### config.mk
export PLATFORM = sky130hd
export DESIGN_NAME = scrolling_text_sequencer_core
export DESIGN_NICKNAME = d
export VERILOG_FILES = /design/src/sv/sts_pkg.sv /design/src/sv/sts_window.sv /design/src/sv/sts_control.sv /design/src/sv/scrolling_text_sequencer_core.sv
export SDC_FILE = /design/constraint.sdc
export NUM_CORES = 2
export LEC_CHECK = 0
export ABC_CLOCK_PERIOD_IN_PS = 14100
export BUFFER_PORTS_ARGS = -buffer_cell sky130_fd_sc_hd__buf_2
export CORE_MARGIN = 10
export CORE_UTILIZATION = 50
export CTS_CLUSTER_DIAMETER = 50
export DETAILED_ROUTE_END_ITERATION = 16
export HOLD_SLACK_MARGIN = 0.15
export PLACE_DENSITY = 0.63
export SYNTH_ARGS = -nofsm -noshare
export SYNTH_HDL_FRONTEND = slang
export SYNTH_HIERARCHICAL = 1
export SYNTH_SLANG_ARGS = --single-unit
### constraint.sdc
create_clock -name clock -period 14.1 [get_ports clock]
set_input_delay 2.115 -clock clock [delete_from_list [all_inputs] [get_ports clock]]
set_output_delay 2.115 -clock clock [all_outputs]
set_load 0.01 [all_outputs]
### src/sv/sts_pkg.sv
// types, constants and sizes shared by the scroll sequencer modules
package sts_pkg;

   localparam int MSG_DEPTH    = 512;
   localparam int MODULE_COUNT = 5;

   localparam int ADDR_W     = $clog2(MSG_DEPTH);
   localparam int SEND_COUNT = (MODULE_COUNT - 1) * 2;
   localparam int WIN_LEN    = SEND_COUNT + 3;
   localparam int SENT_W     = $clog2(WIN_LEN);

   localparam logic [1:0] MODE_LOAD = 2'd0;
   localparam logic [1:0] MODE_TICK = 2'd1;
   localparam logic [1:0] MODE_DONE = 2'd2;

   localparam logic [7:0] MARKER_BYTE = 8'd7;
   localparam logic [7:0] DASH_CHAR   = 8'h2D;
   localparam logic [3:0] LAST_COLUMN = 4'd9;
   localparam logic [7:0] DOWN_PACE   = 8'd4;
   localparam logic [7:0] UP_PACE     = 8'd1;
   localparam logic [1:0] HOLD_FRAMES = 2'd2;
   localparam logic [7:0] PACE_RESET  = 8'd16;

   typedef struct packed {
      logic [1:0] mode;
      logic [8:0] load_address;
      logic [7:0] load_byte;
   } sts_req_type;

   typedef struct packed {
      logic       send_strobe;
      logic [7:0] send_byte;
      logic       select_active;
      logic [7:0] left_char;
      logic [7:0] right_char;
      logic [3:0] sweep_column;
      logic       normal_running;
   } sts_rsp_type;

   typedef logic [WIN_LEN-1:0][7:0] sts_win_type;

   typedef struct packed {
      logic              load_en;
      logic [ADDR_W-1:0] load_addr;
      logic [7:0]        load_byte;
      logic              advance;
      logic              restart;
   } sts_win_cmd_type;

endpackage

### src/sv/sts_window.sv
// message store, text position and the cached window of bytes ahead of it
module sts_window (
   input  logic                     clock,
   input  logic                     reset,
   input  sts_pkg::sts_win_cmd_type cmd,
   output sts_pkg::sts_win_type     win
);

   logic [7:0]                  store_ff [sts_pkg::MSG_DEPTH];
   logic [7:0]                  rdata_ff;
   logic [sts_pkg::ADDR_W-1:0]  pos_ff;
   logic [sts_pkg::ADDR_W-1:0]  pos_in;
   logic [sts_pkg::ADDR_W-1:0]  raddr;
   logic                        rhit;
   sts_pkg::sts_win_type        win_ff;
   sts_pkg::sts_win_type        win_in;
   sts_pkg::sts_win_type        zero_ff;
   sts_pkg::sts_win_type        zero_in;
   sts_pkg::sts_win_type        shifted;
   sts_pkg::sts_win_type        base;

   always_comb begin
      if (cmd.restart) begin
         pos_in = '0;
      end else if (cmd.advance) begin
         pos_in = pos_ff + sts_pkg::ADDR_W'(1);
      end else begin
         pos_in = pos_ff;
      end
      raddr   = pos_in + sts_pkg::ADDR_W'(sts_pkg::WIN_LEN);
      rhit    = cmd.load_en && (cmd.load_addr == raddr);
      shifted = {rdata_ff, win_ff[sts_pkg::WIN_LEN-1:1]};
      for (int i = 0; i < sts_pkg::WIN_LEN; i++) begin
         // fixed copy of the first bytes, used when the text restarts
         zero_in[i] = (cmd.load_en && cmd.load_addr == sts_pkg::ADDR_W'(i)) ?
                      cmd.load_byte : zero_ff[i];
      end
      if (cmd.restart) begin
         base = zero_in;
      end else if (cmd.advance) begin
         base = shifted;
      end else begin
         base = win_ff;
      end
      for (int i = 0; i < sts_pkg::WIN_LEN; i++) begin
         win_in[i] = (cmd.load_en && cmd.load_addr == pos_in + sts_pkg::ADDR_W'(i)) ?
                     cmd.load_byte : base[i];
      end
   end

   // lookahead byte is always the one just past the window
   always_ff @(posedge clock) begin
      if (cmd.load_en) begin
         store_ff[cmd.load_addr] <= cmd.load_byte;
      end
      rdata_ff <= rhit ? cmd.load_byte : store_ff[raddr];
      win_ff   <= win_in;
      zero_ff  <= zero_in;
   end

   always_ff @(posedge clock) begin
      if (reset) begin
         pos_ff <= '0;
      end else begin
         pos_ff <= pos_in;
      end
   end

   assign win = win_ff;

endmodule

### src/sv/sts_control.sv
// sweep and scroll control: pacing, push sequence, hold and latched characters
module sts_control (
   input  logic                     clock,
   input  logic                     reset,
   input  logic                     fire,
   input  sts_pkg::sts_req_type     req,
   input  logic [7:0]               pace_cfg,
   input  sts_pkg::sts_win_type     win,
   output sts_pkg::sts_win_cmd_type cmd,
   output sts_pkg::sts_rsp_type     result
);

   logic                       phase_ff, phase_in;
   logic                       down_ff, down_in;
   logic [7:0]                 pace_ff, pace_in;
   logic [3:0]                 col_ff, col_in;
   logic [sts_pkg::SENT_W-1:0] sent_ff, sent_in;
   logic [1:0]                 hold_ff, hold_in;
   logic [7:0]                 left_ff, left_in;
   logic [7:0]                 right_ff, right_in;
   logic                       select_ff, select_in;
   logic [7:0]                 pace_dec;
   logic [3:0]                 col_next;
   logic [sts_pkg::SENT_W-1:0] sent_eff;
   logic                       push;
   logic                       strobe;
   logic [7:0]                 sent_byte;

   always_comb begin
      phase_in  = phase_ff;
      down_in   = down_ff;
      pace_in   = pace_ff;
      col_in    = col_ff;
      sent_in   = sent_ff;
      hold_in   = hold_ff;
      left_in   = left_ff;
      right_in  = right_ff;
      select_in = select_ff;
      strobe    = 1'b0;
      sent_byte = '0;
      push      = 1'b0;
      sent_eff  = sent_ff;
      pace_dec  = pace_ff - 8'd1;
      col_next  = down_ff ? col_ff - 4'd1 : col_ff + 4'd1;
      cmd           = '0;
      cmd.load_en   = fire && (req.mode == sts_pkg::MODE_LOAD);
      cmd.load_addr = sts_pkg::ADDR_W'(req.load_address);
      cmd.load_byte = req.load_byte;

      if (fire) begin
         unique case (req.mode)
            sts_pkg::MODE_LOAD: begin
            end
            sts_pkg::MODE_TICK: begin
               pace_in = pace_dec;
               if (pace_dec == 8'd0) begin
                  if (!phase_ff) begin
                     col_in  = col_next;
                     pace_in = down_ff ? sts_pkg::DOWN_PACE : sts_pkg::UP_PACE;
                     if (col_next == sts_pkg::LAST_COLUMN) begin
                        down_in = 1'b1;
                     end
                     if (col_next == 4'd0) begin
                        phase_in    = 1'b1;
                        down_in     = 1'b0;
                        pace_in     = pace_cfg;
                        left_in     = sts_pkg::DASH_CHAR;
                        right_in    = sts_pkg::DASH_CHAR;
                        cmd.restart = 1'b1;
                     end
                  end else begin
                     pace_in  = pace_cfg;
                     sent_eff = '0;
                     push     = 1'b1;
                  end
               end
            end
            sts_pkg::MODE_DONE: begin
               push = select_ff;
            end
            default: begin
            end
         endcase
      end

      if (push) begin
         if (sent_eff < sts_pkg::SENT_W'(sts_pkg::SEND_COUNT)) begin
            select_in = 1'b1;
            strobe    = 1'b1;
            sent_byte = win[sent_eff];
            sent_in   = sent_eff + sts_pkg::SENT_W'(1);
         end else begin
            select_in = 1'b0;
            left_in   = win[sts_pkg::SEND_COUNT];
            right_in  = win[sts_pkg::SEND_COUNT+1];
            sent_in   = sent_eff + sts_pkg::SENT_W'(2);
            priority if (hold_ff != 2'd0) begin
               hold_in     = hold_ff - 2'd1;
               cmd.advance = (hold_ff == 2'd1);
            end else if (win[sts_pkg::SEND_COUNT+2] == sts_pkg::MARKER_BYTE) begin
               hold_in = sts_pkg::HOLD_FRAMES;
            end else if (win[sts_pkg::SEND_COUNT+1] == 8'd0) begin
               cmd.restart = 1'b1;
            end else begin
               cmd.advance = 1'b1;
            end
         end
      end

      result.send_strobe    = strobe;
      result.send_byte      = sent_byte;
      result.select_active  = select_in;
      result.left_char      = left_in;
      result.right_char     = right_in;
      result.sweep_column   = col_in;
      result.normal_running = phase_in;
   end

   always_ff @(posedge clock) begin
      if (reset) begin
         phase_ff  <= 1'b0;
         down_ff   <= 1'b0;
         pace_ff   <= sts_pkg::PACE_RESET;
         col_ff    <= '0;
         sent_ff   <= '0;
         hold_ff   <= '0;
         left_ff   <= '0;
         right_ff  <= '0;
         select_ff <= 1'b0;
      end else begin
         phase_ff  <= phase_in;
         down_ff   <= down_in;
         pace_ff   <= pace_in;
         col_ff    <= col_in;
         sent_ff   <= sent_in;
         hold_ff   <= hold_in;
         left_ff   <= left_in;
         right_ff  <= right_in;
         select_ff <= select_in;
      end
   end

   // transfers only run in the scrolling phase
   a_select_phase: assert property (@(posedge clock) disable iff (reset)
      select_ff |-> phase_ff)
      else $error("chain select outside scrolling phase");

   a_col_range: assert property (@(posedge clock) disable iff (reset)
      col_ff <= sts_pkg::LAST_COLUMN)
      else $error("sweep column past last column");

   a_sent_range: assert property (@(posedge clock) disable iff (reset)
      sent_ff <= sts_pkg::SENT_W'(sts_pkg::SEND_COUNT + 2))
      else $error("push count out of range");

   a_hold_clear: assert property (@(posedge clock) disable iff (reset)
      (hold_ff != 2'd0) |->
         (phase_ff && !select_ff || sent_ff <= sts_pkg::SENT_W'(sts_pkg::SEND_COUNT)))
      else $error("hold pending outside scrolling");

endmodule

### src/sv/scrolling_text_sequencer_core.sv
// top level of the scroll sequencer: request and response registers, pace register
// flow: a taken request waits in the input register until it fires, and its response is then registered for output
// throughput: one request per cycle; a stalled response holds one more in the input register
// reset: synchronous, clears control state, pace register to 16, characters and column to 0
// the message store keeps its contents over reset and is not cleared
module scrolling_text_sequencer_core (
   input  logic                 clock,
   input  logic                 reset,
   input  logic                 req_valid,
   output logic                 req_stall,
   input  sts_pkg::sts_req_type req_data,
   output logic                 rsp_valid,
   input  logic                 rsp_stall,
   output sts_pkg::sts_rsp_type rsp_data,
   input  logic                 csr_wr_en,
   input  logic [7:0]           csr_wr_data
);

   logic                     req_v_ff, req_v_in;
   sts_pkg::sts_req_type     req_item_ff;
   logic                     rsp_v_ff, rsp_v_in;
   sts_pkg::sts_rsp_type     rsp_item_ff;
   logic [7:0]               pace_cfg_ff;
   logic                     fire;
   logic                     take;
   sts_pkg::sts_win_cmd_type cmd;
   sts_pkg::sts_win_type     win;
   sts_pkg::sts_rsp_type     result;

   assign fire      = req_v_ff && (!rsp_v_ff || !rsp_stall);
   assign req_stall = req_v_ff && !fire;
   assign take      = req_valid && !req_stall;

   always_comb begin
      if (take) begin
         req_v_in = 1'b1;
      end else if (fire) begin
         req_v_in = 1'b0;
      end else begin
         req_v_in = req_v_ff;
      end
      if (fire) begin
         rsp_v_in = 1'b1;
      end else if (!rsp_stall) begin
         rsp_v_in = 1'b0;
      end else begin
         rsp_v_in = rsp_v_ff;
      end
   end

   always_ff @(posedge clock) begin
      if (reset) begin
         req_v_ff    <= 1'b0;
         rsp_v_ff    <= 1'b0;
         pace_cfg_ff <= sts_pkg::PACE_RESET;
      end else begin
         req_v_ff <= req_v_in;
         rsp_v_ff <= rsp_v_in;
         if (csr_wr_en) begin
            pace_cfg_ff <= csr_wr_data;
         end
      end
   end

   always_ff @(posedge clock) begin
      if (take) begin
         req_item_ff <= req_data;
      end
      if (fire) begin
         rsp_item_ff <= result;
      end
   end

   sts_control u_control (
      .clock    (clock),
      .reset    (reset),
      .fire     (fire),
      .req      (req_item_ff),
      .pace_cfg (pace_cfg_ff),
      .win      (win),
      .cmd      (cmd),
      .result   (result)
   );

   sts_window u_window (
      .clock (clock),
      .reset (reset),
      .cmd   (cmd),
      .win   (win)
   );

   assign rsp_valid = rsp_v_ff;
   assign rsp_data  = rsp_item_ff;

endmodule
==> results.md <==
- Status: complete, no violations
- Slew HR: 10.97%
- Number of antenna violations at the first check in global routing: 24
- Layout cells sized above 1: 18.53%
- Count of cells along the worst register-to-register path: 16
- Setup violations, final: 0
- Width of the die: 609.1 um
- Startpoint class of the critical path: input port
- Growth of design area from synthesis to finish: 11.70%
- Unrepaired setup endpoints after global routing: false
- Cell at the root of the clock tree: sky130_fd_sc_hd__clkbuf_16
- Setup Crit Path Kind: in2reg
- Path class of the lowest-slack min-delay path: reg2reg
- Port-buffer cells: 64
- Via count of the first global-routing pass: 91450
- Clock skew after layout: 50.57 ps
- Final HPWL from detailed placement: 293000 um
- Clock Sink Count: 4387
- Pin count of the biggest net entering global routing: 201
- Layout Cell Area excl Fill: 193800 um2
- Overall Global Routing Usage: 25.06%
- Maximum buffer depth of the clock tree: 4
- Timing-limited maximum frequency: 0.1218 GHz
- Height of the chip: 609.1 um
- Post-place setup slack: 4919 ps
- Post-synth EDFFs: 4234
- Fin crit period: 8211 ps
- Later-pin clock latency in the skew report: 1000 ps
- Site row count: 216
- Share of synthesized registers carrying an async set or reset: 0%
- Placed Cells incl. Taps: 13510
- Post-route non-filler standard cell count: 14400
- H-tree levels: 5
- Required arrival time at the worst endpoint: 14730 ps
- Transition time at the pin with the least slew margin: 1331 ps
- DRC: 0
- CTS clk-pin slew, worst paths: 60 ps
- Die outline area: 371000 um2
- DR vias/cell: 6.441
- Average cell area after synthesis: 18.70 um2
- Remaining antenna violation count: 0
- Count of hold-fix buffers inserted at cts: 0
- Seq cells post-synth: 4387
- Top fanout value on the critical path: 43
- Routed WL per cell: 33.27 um
- Hold Fails Final Rpt: 0
- 1st-pass router iterations: 8
- GRT Residual Overflow: 0
- Count of filler cells inserted in the layout: 25930
- Final clock period utilization by the worst path: 58.23%
- Leakage dissipation: 0.06517 uW
- Arrival time at the worst endpoint: 8840 ps
- Final-stage net count: 9466
- Global placement routability congestion: 0.8812
- Core ar.: 345900 um2
- Most frequently used flop master after synthesis: sky130_fd_sc_hd__edfxtp_1
- Post-synthesis instance total: 9278
- Wire length of the first global-routing pass: 680600 um
- Net count of the mapped netlist: 9338
- Number of top-level design ports: 65
- Routed vias: 92750
- YS warnings: 6
- Worst Hold Path Cells: 2
- Accumulated negative setup slack: 0 ps
- Detailed-route wire length: 479000 um
- Register area share after synthesis: 75.05%
- Number of CTS-inserted buffers: 469
- TritonCTS clock tree: done
- Setup bufs post-CTS: 0
- Detailed Route Iter0 Violations: 12220
- Final WS setup: 5889 ps
- Count of different cell masters after synthesis: 110
- Netlist area before placement: 173500 um2
- Crit end category: flop
- Number of max-slew violations in the final report: 0
- Max-cap viol count: 0
- Worst vdd ir: 0.1162 mV
- Placed standard-cell area: 178500 um2
- Pwr/cell area: 138.1 nW/um2
- Cts repair resizes: 0
- Initial standard-cell utilization of the core: 50.15%
kinds of logic after synthesis:
group	count (synthesis)	synth area share (%)
AO/OA/AOI/OAI	1103	4.334
XOR/XNOR	39	0.2236
adder cells (fa/ha/maj)	28	0.2062
buffers and inverters	650	1.885
flip-flops	4387	75.05
multiplexers	1548	14.30
AND/OR/NAND/NOR	1523	4.002
state kept, by name, indices dropped and copies added, names as in the netlist, 2 cells and up, named ones only:
signal	cells
rsp_data	31
u_window/pos_ff	9
u_control/hold_ff	2
u_control/pace_ff	8
u_window/win	88
u_control/right_ff	8
u_window/zero_ff	88
req_item_ff	19
u_control/sent_ff	4
pace_cfg_ff	8
u_control/col_ff	4
u_control/left_ff	8
u_window/store_ff	4096
worst paths after layout:
kind / start / to / slack (ps)
worst max-delay path: rsp_stall / u_window/win[16]$_DFFE_PP_ / 5890
worst min-delay path: u_window/zero_ff[75]$_DFF_P_ / u_window/zero_ff[75]$_DFF_P_ / 470
worst max register to register: req_v_ff$_SDFFE_PP0P_ / u_window/win[16]$_DFFE_PP_ / 6780
worst min register to register: u_window/zero_ff[75]$_DFF_P_ / u_window/zero_ff[75]$_DFF_P_ / 470
power by group:
part	internal, uW	total (uW)	switching, uW
sequential	14300	14300	13.6
combinational	34.3	327	293
clock	7010	12100	5110
metrics by stage:
stage / power [uW] / hold WS (ps) / utilization, %
floorplan: 14740 / 432.8 / -
global placement: 14890 / 443.9 / 51.60
detailed placement: 14910 / 456.5 / 51.60
CTS: 26910 / 468.9 / 56.01
global route: 27470 / 485.9 / 56.01
finish: 26760 / 468.7 / 56.02
area by class of cell:
type / count / area [um2] / share of cell area, %
multi-input combinational: 4241 / 40330 / 20.81
tap: 4578 / 5728 / 2.956
inverter: 53 / 205.2 / 0.1059
timing repair buffer: 254 / 2009 / 1.037
clock inverter: 291 / 2774 / 1.431
clock buffer: 580 / 12490 / 6.446
antenna: 16 / 40.04 / 0.02066
sequential: 4387 / 130200 / 67.19
layer usage:
metal  vias to the layer above  routed length [um]  global-route usage (%)
li1                      38180                   -                       -
met1                     48790              189100                   35.09
met2                      4899              223600                   39.02
met3                       878               48540                   5.851
met4                        12               17740                   8.575
met5                         -                  72                       0
cells in the mapped netlist (7+ instances only):
cell type	number	share of area, %
sky130_fd_sc_hd__edfxtp_1	4234	73
sky130_fd_sc_hd__mux2i_1	776	4.5
sky130_fd_sc_hd__mux4_2	742	9.6
sky130_fd_sc_hd__nor2_1	710	1.5
sky130_fd_sc_hd__nand2_1	303	0.66
sky130_fd_sc_hd__clkbuf_1	292	0.63
sky130_fd_sc_hd__a21oi_1	216	0.62
sky130_fd_sc_hd__o21ai_0	179	0.52
sky130_fd_sc_hd__nor3_1	178	0.51
sky130_fd_sc_hd__o22ai_1	172	0.62
sky130_fd_sc_hd__dfxtp_1	153	1.8
sky130_fd_sc_hd__a22oi_1	152	0.66
sky130_fd_sc_hd__o221ai_1	117	0.59
sky130_fd_sc_hd__buf_2	106	0.31
sky130_fd_sc_hd__buf_4	102	0.44
sky130_fd_sc_hd__nand3_1	75	0.22
sky130_fd_sc_hd__a211oi_1	61	0.26
sky130_fd_sc_hd__nor4_1	56	0.20
sky130_fd_sc_hd__buf_1	55	0.12
sky130_fd_sc_hd__inv_1	50	0.11
sky130_fd_sc_hd__buf_6	42	0.27
sky130_fd_sc_hd__nand4_1	38	0.14
sky130_fd_sc_hd__mux2_2	30	0.19
sky130_fd_sc_hd__o211ai_1	29	0.13
sky130_fd_sc_hd__ha_1	27	0.19
sky130_fd_sc_hd__nand2b_1	23	0.083
sky130_fd_sc_hd__xnor2_1	22	0.11
sky130_fd_sc_hd__and2_1	21	0.076
sky130_fd_sc_hd__nor2b_1	17	0.061
sky130_fd_sc_hd__or4_1	17	0.074
sky130_fd_sc_hd__a2111oi_0	16	0.081
sky130_fd_sc_hd__a221oi_1	15	0.076
sky130_fd_sc_hd__nor3b_1	15	0.065
sky130_fd_sc_hd__a32oi_1	14	0.071
sky130_fd_sc_hd__xor2_1	14	0.071
sky130_fd_sc_hd__a31oi_1	13	0.047
sky130_fd_sc_hd__o22a_1	13	0.066
sky130_fd_sc_hd__a222oi_1	9	0.052
sky130_fd_sc_hd__a21o_1	8	0.035
sky130_fd_sc_hd__and3_1	8	0.029
sky130_fd_sc_hd__or2_2	8	0.029
sky130_fd_sc_hd__nand4b_1	7	0.035
sky130_fd_sc_hd__o221a_2	7	0.045
sky130_fd_sc_hd__or3_1	7	0.025
cells in the final DEF (no fill, tap or decap), drive strengths merged, types with 173 or more instances in the layout:
cell type,instances
a21oi,216
nand2,303
nor3,179
nor2,714
clkinv,209
mux4,742
o22ai,173
o21ai,187
mux2i,776
buf,254
clkbuf,580
edfxtp,4234
critical path, stage by stage:
cell and delay (ps):
sky130_fd_sc_hd__buf_2 130, sky130_fd_sc_hd__a21boi_4 130, sky130_fd_sc_hd__buf_4 400, sky130_fd_sc_hd__and2_1 600
sky130_fd_sc_hd__nand3_1 340, sky130_fd_sc_hd__o21ai_2 750, sky130_fd_sc_hd__o31ai_4 140, sky130_fd_sc_hd__buf_4 360
sky130_fd_sc_hd__nor2_1 840, sky130_fd_sc_hd__inv_1 290, sky130_fd_sc_hd__ha_1 370, sky130_fd_sc_hd__xnor2_1 280
sky130_fd_sc_hd__nand2_1 110, sky130_fd_sc_hd__a2111oi_0 440, sky130_fd_sc_hd__o211ai_1 180, sky130_fd_sc_hd__a211oi_2 830
sky130_fd_sc_hd__nand2b_1 460
Note: power is estimated with default switching activity, not from simulation.
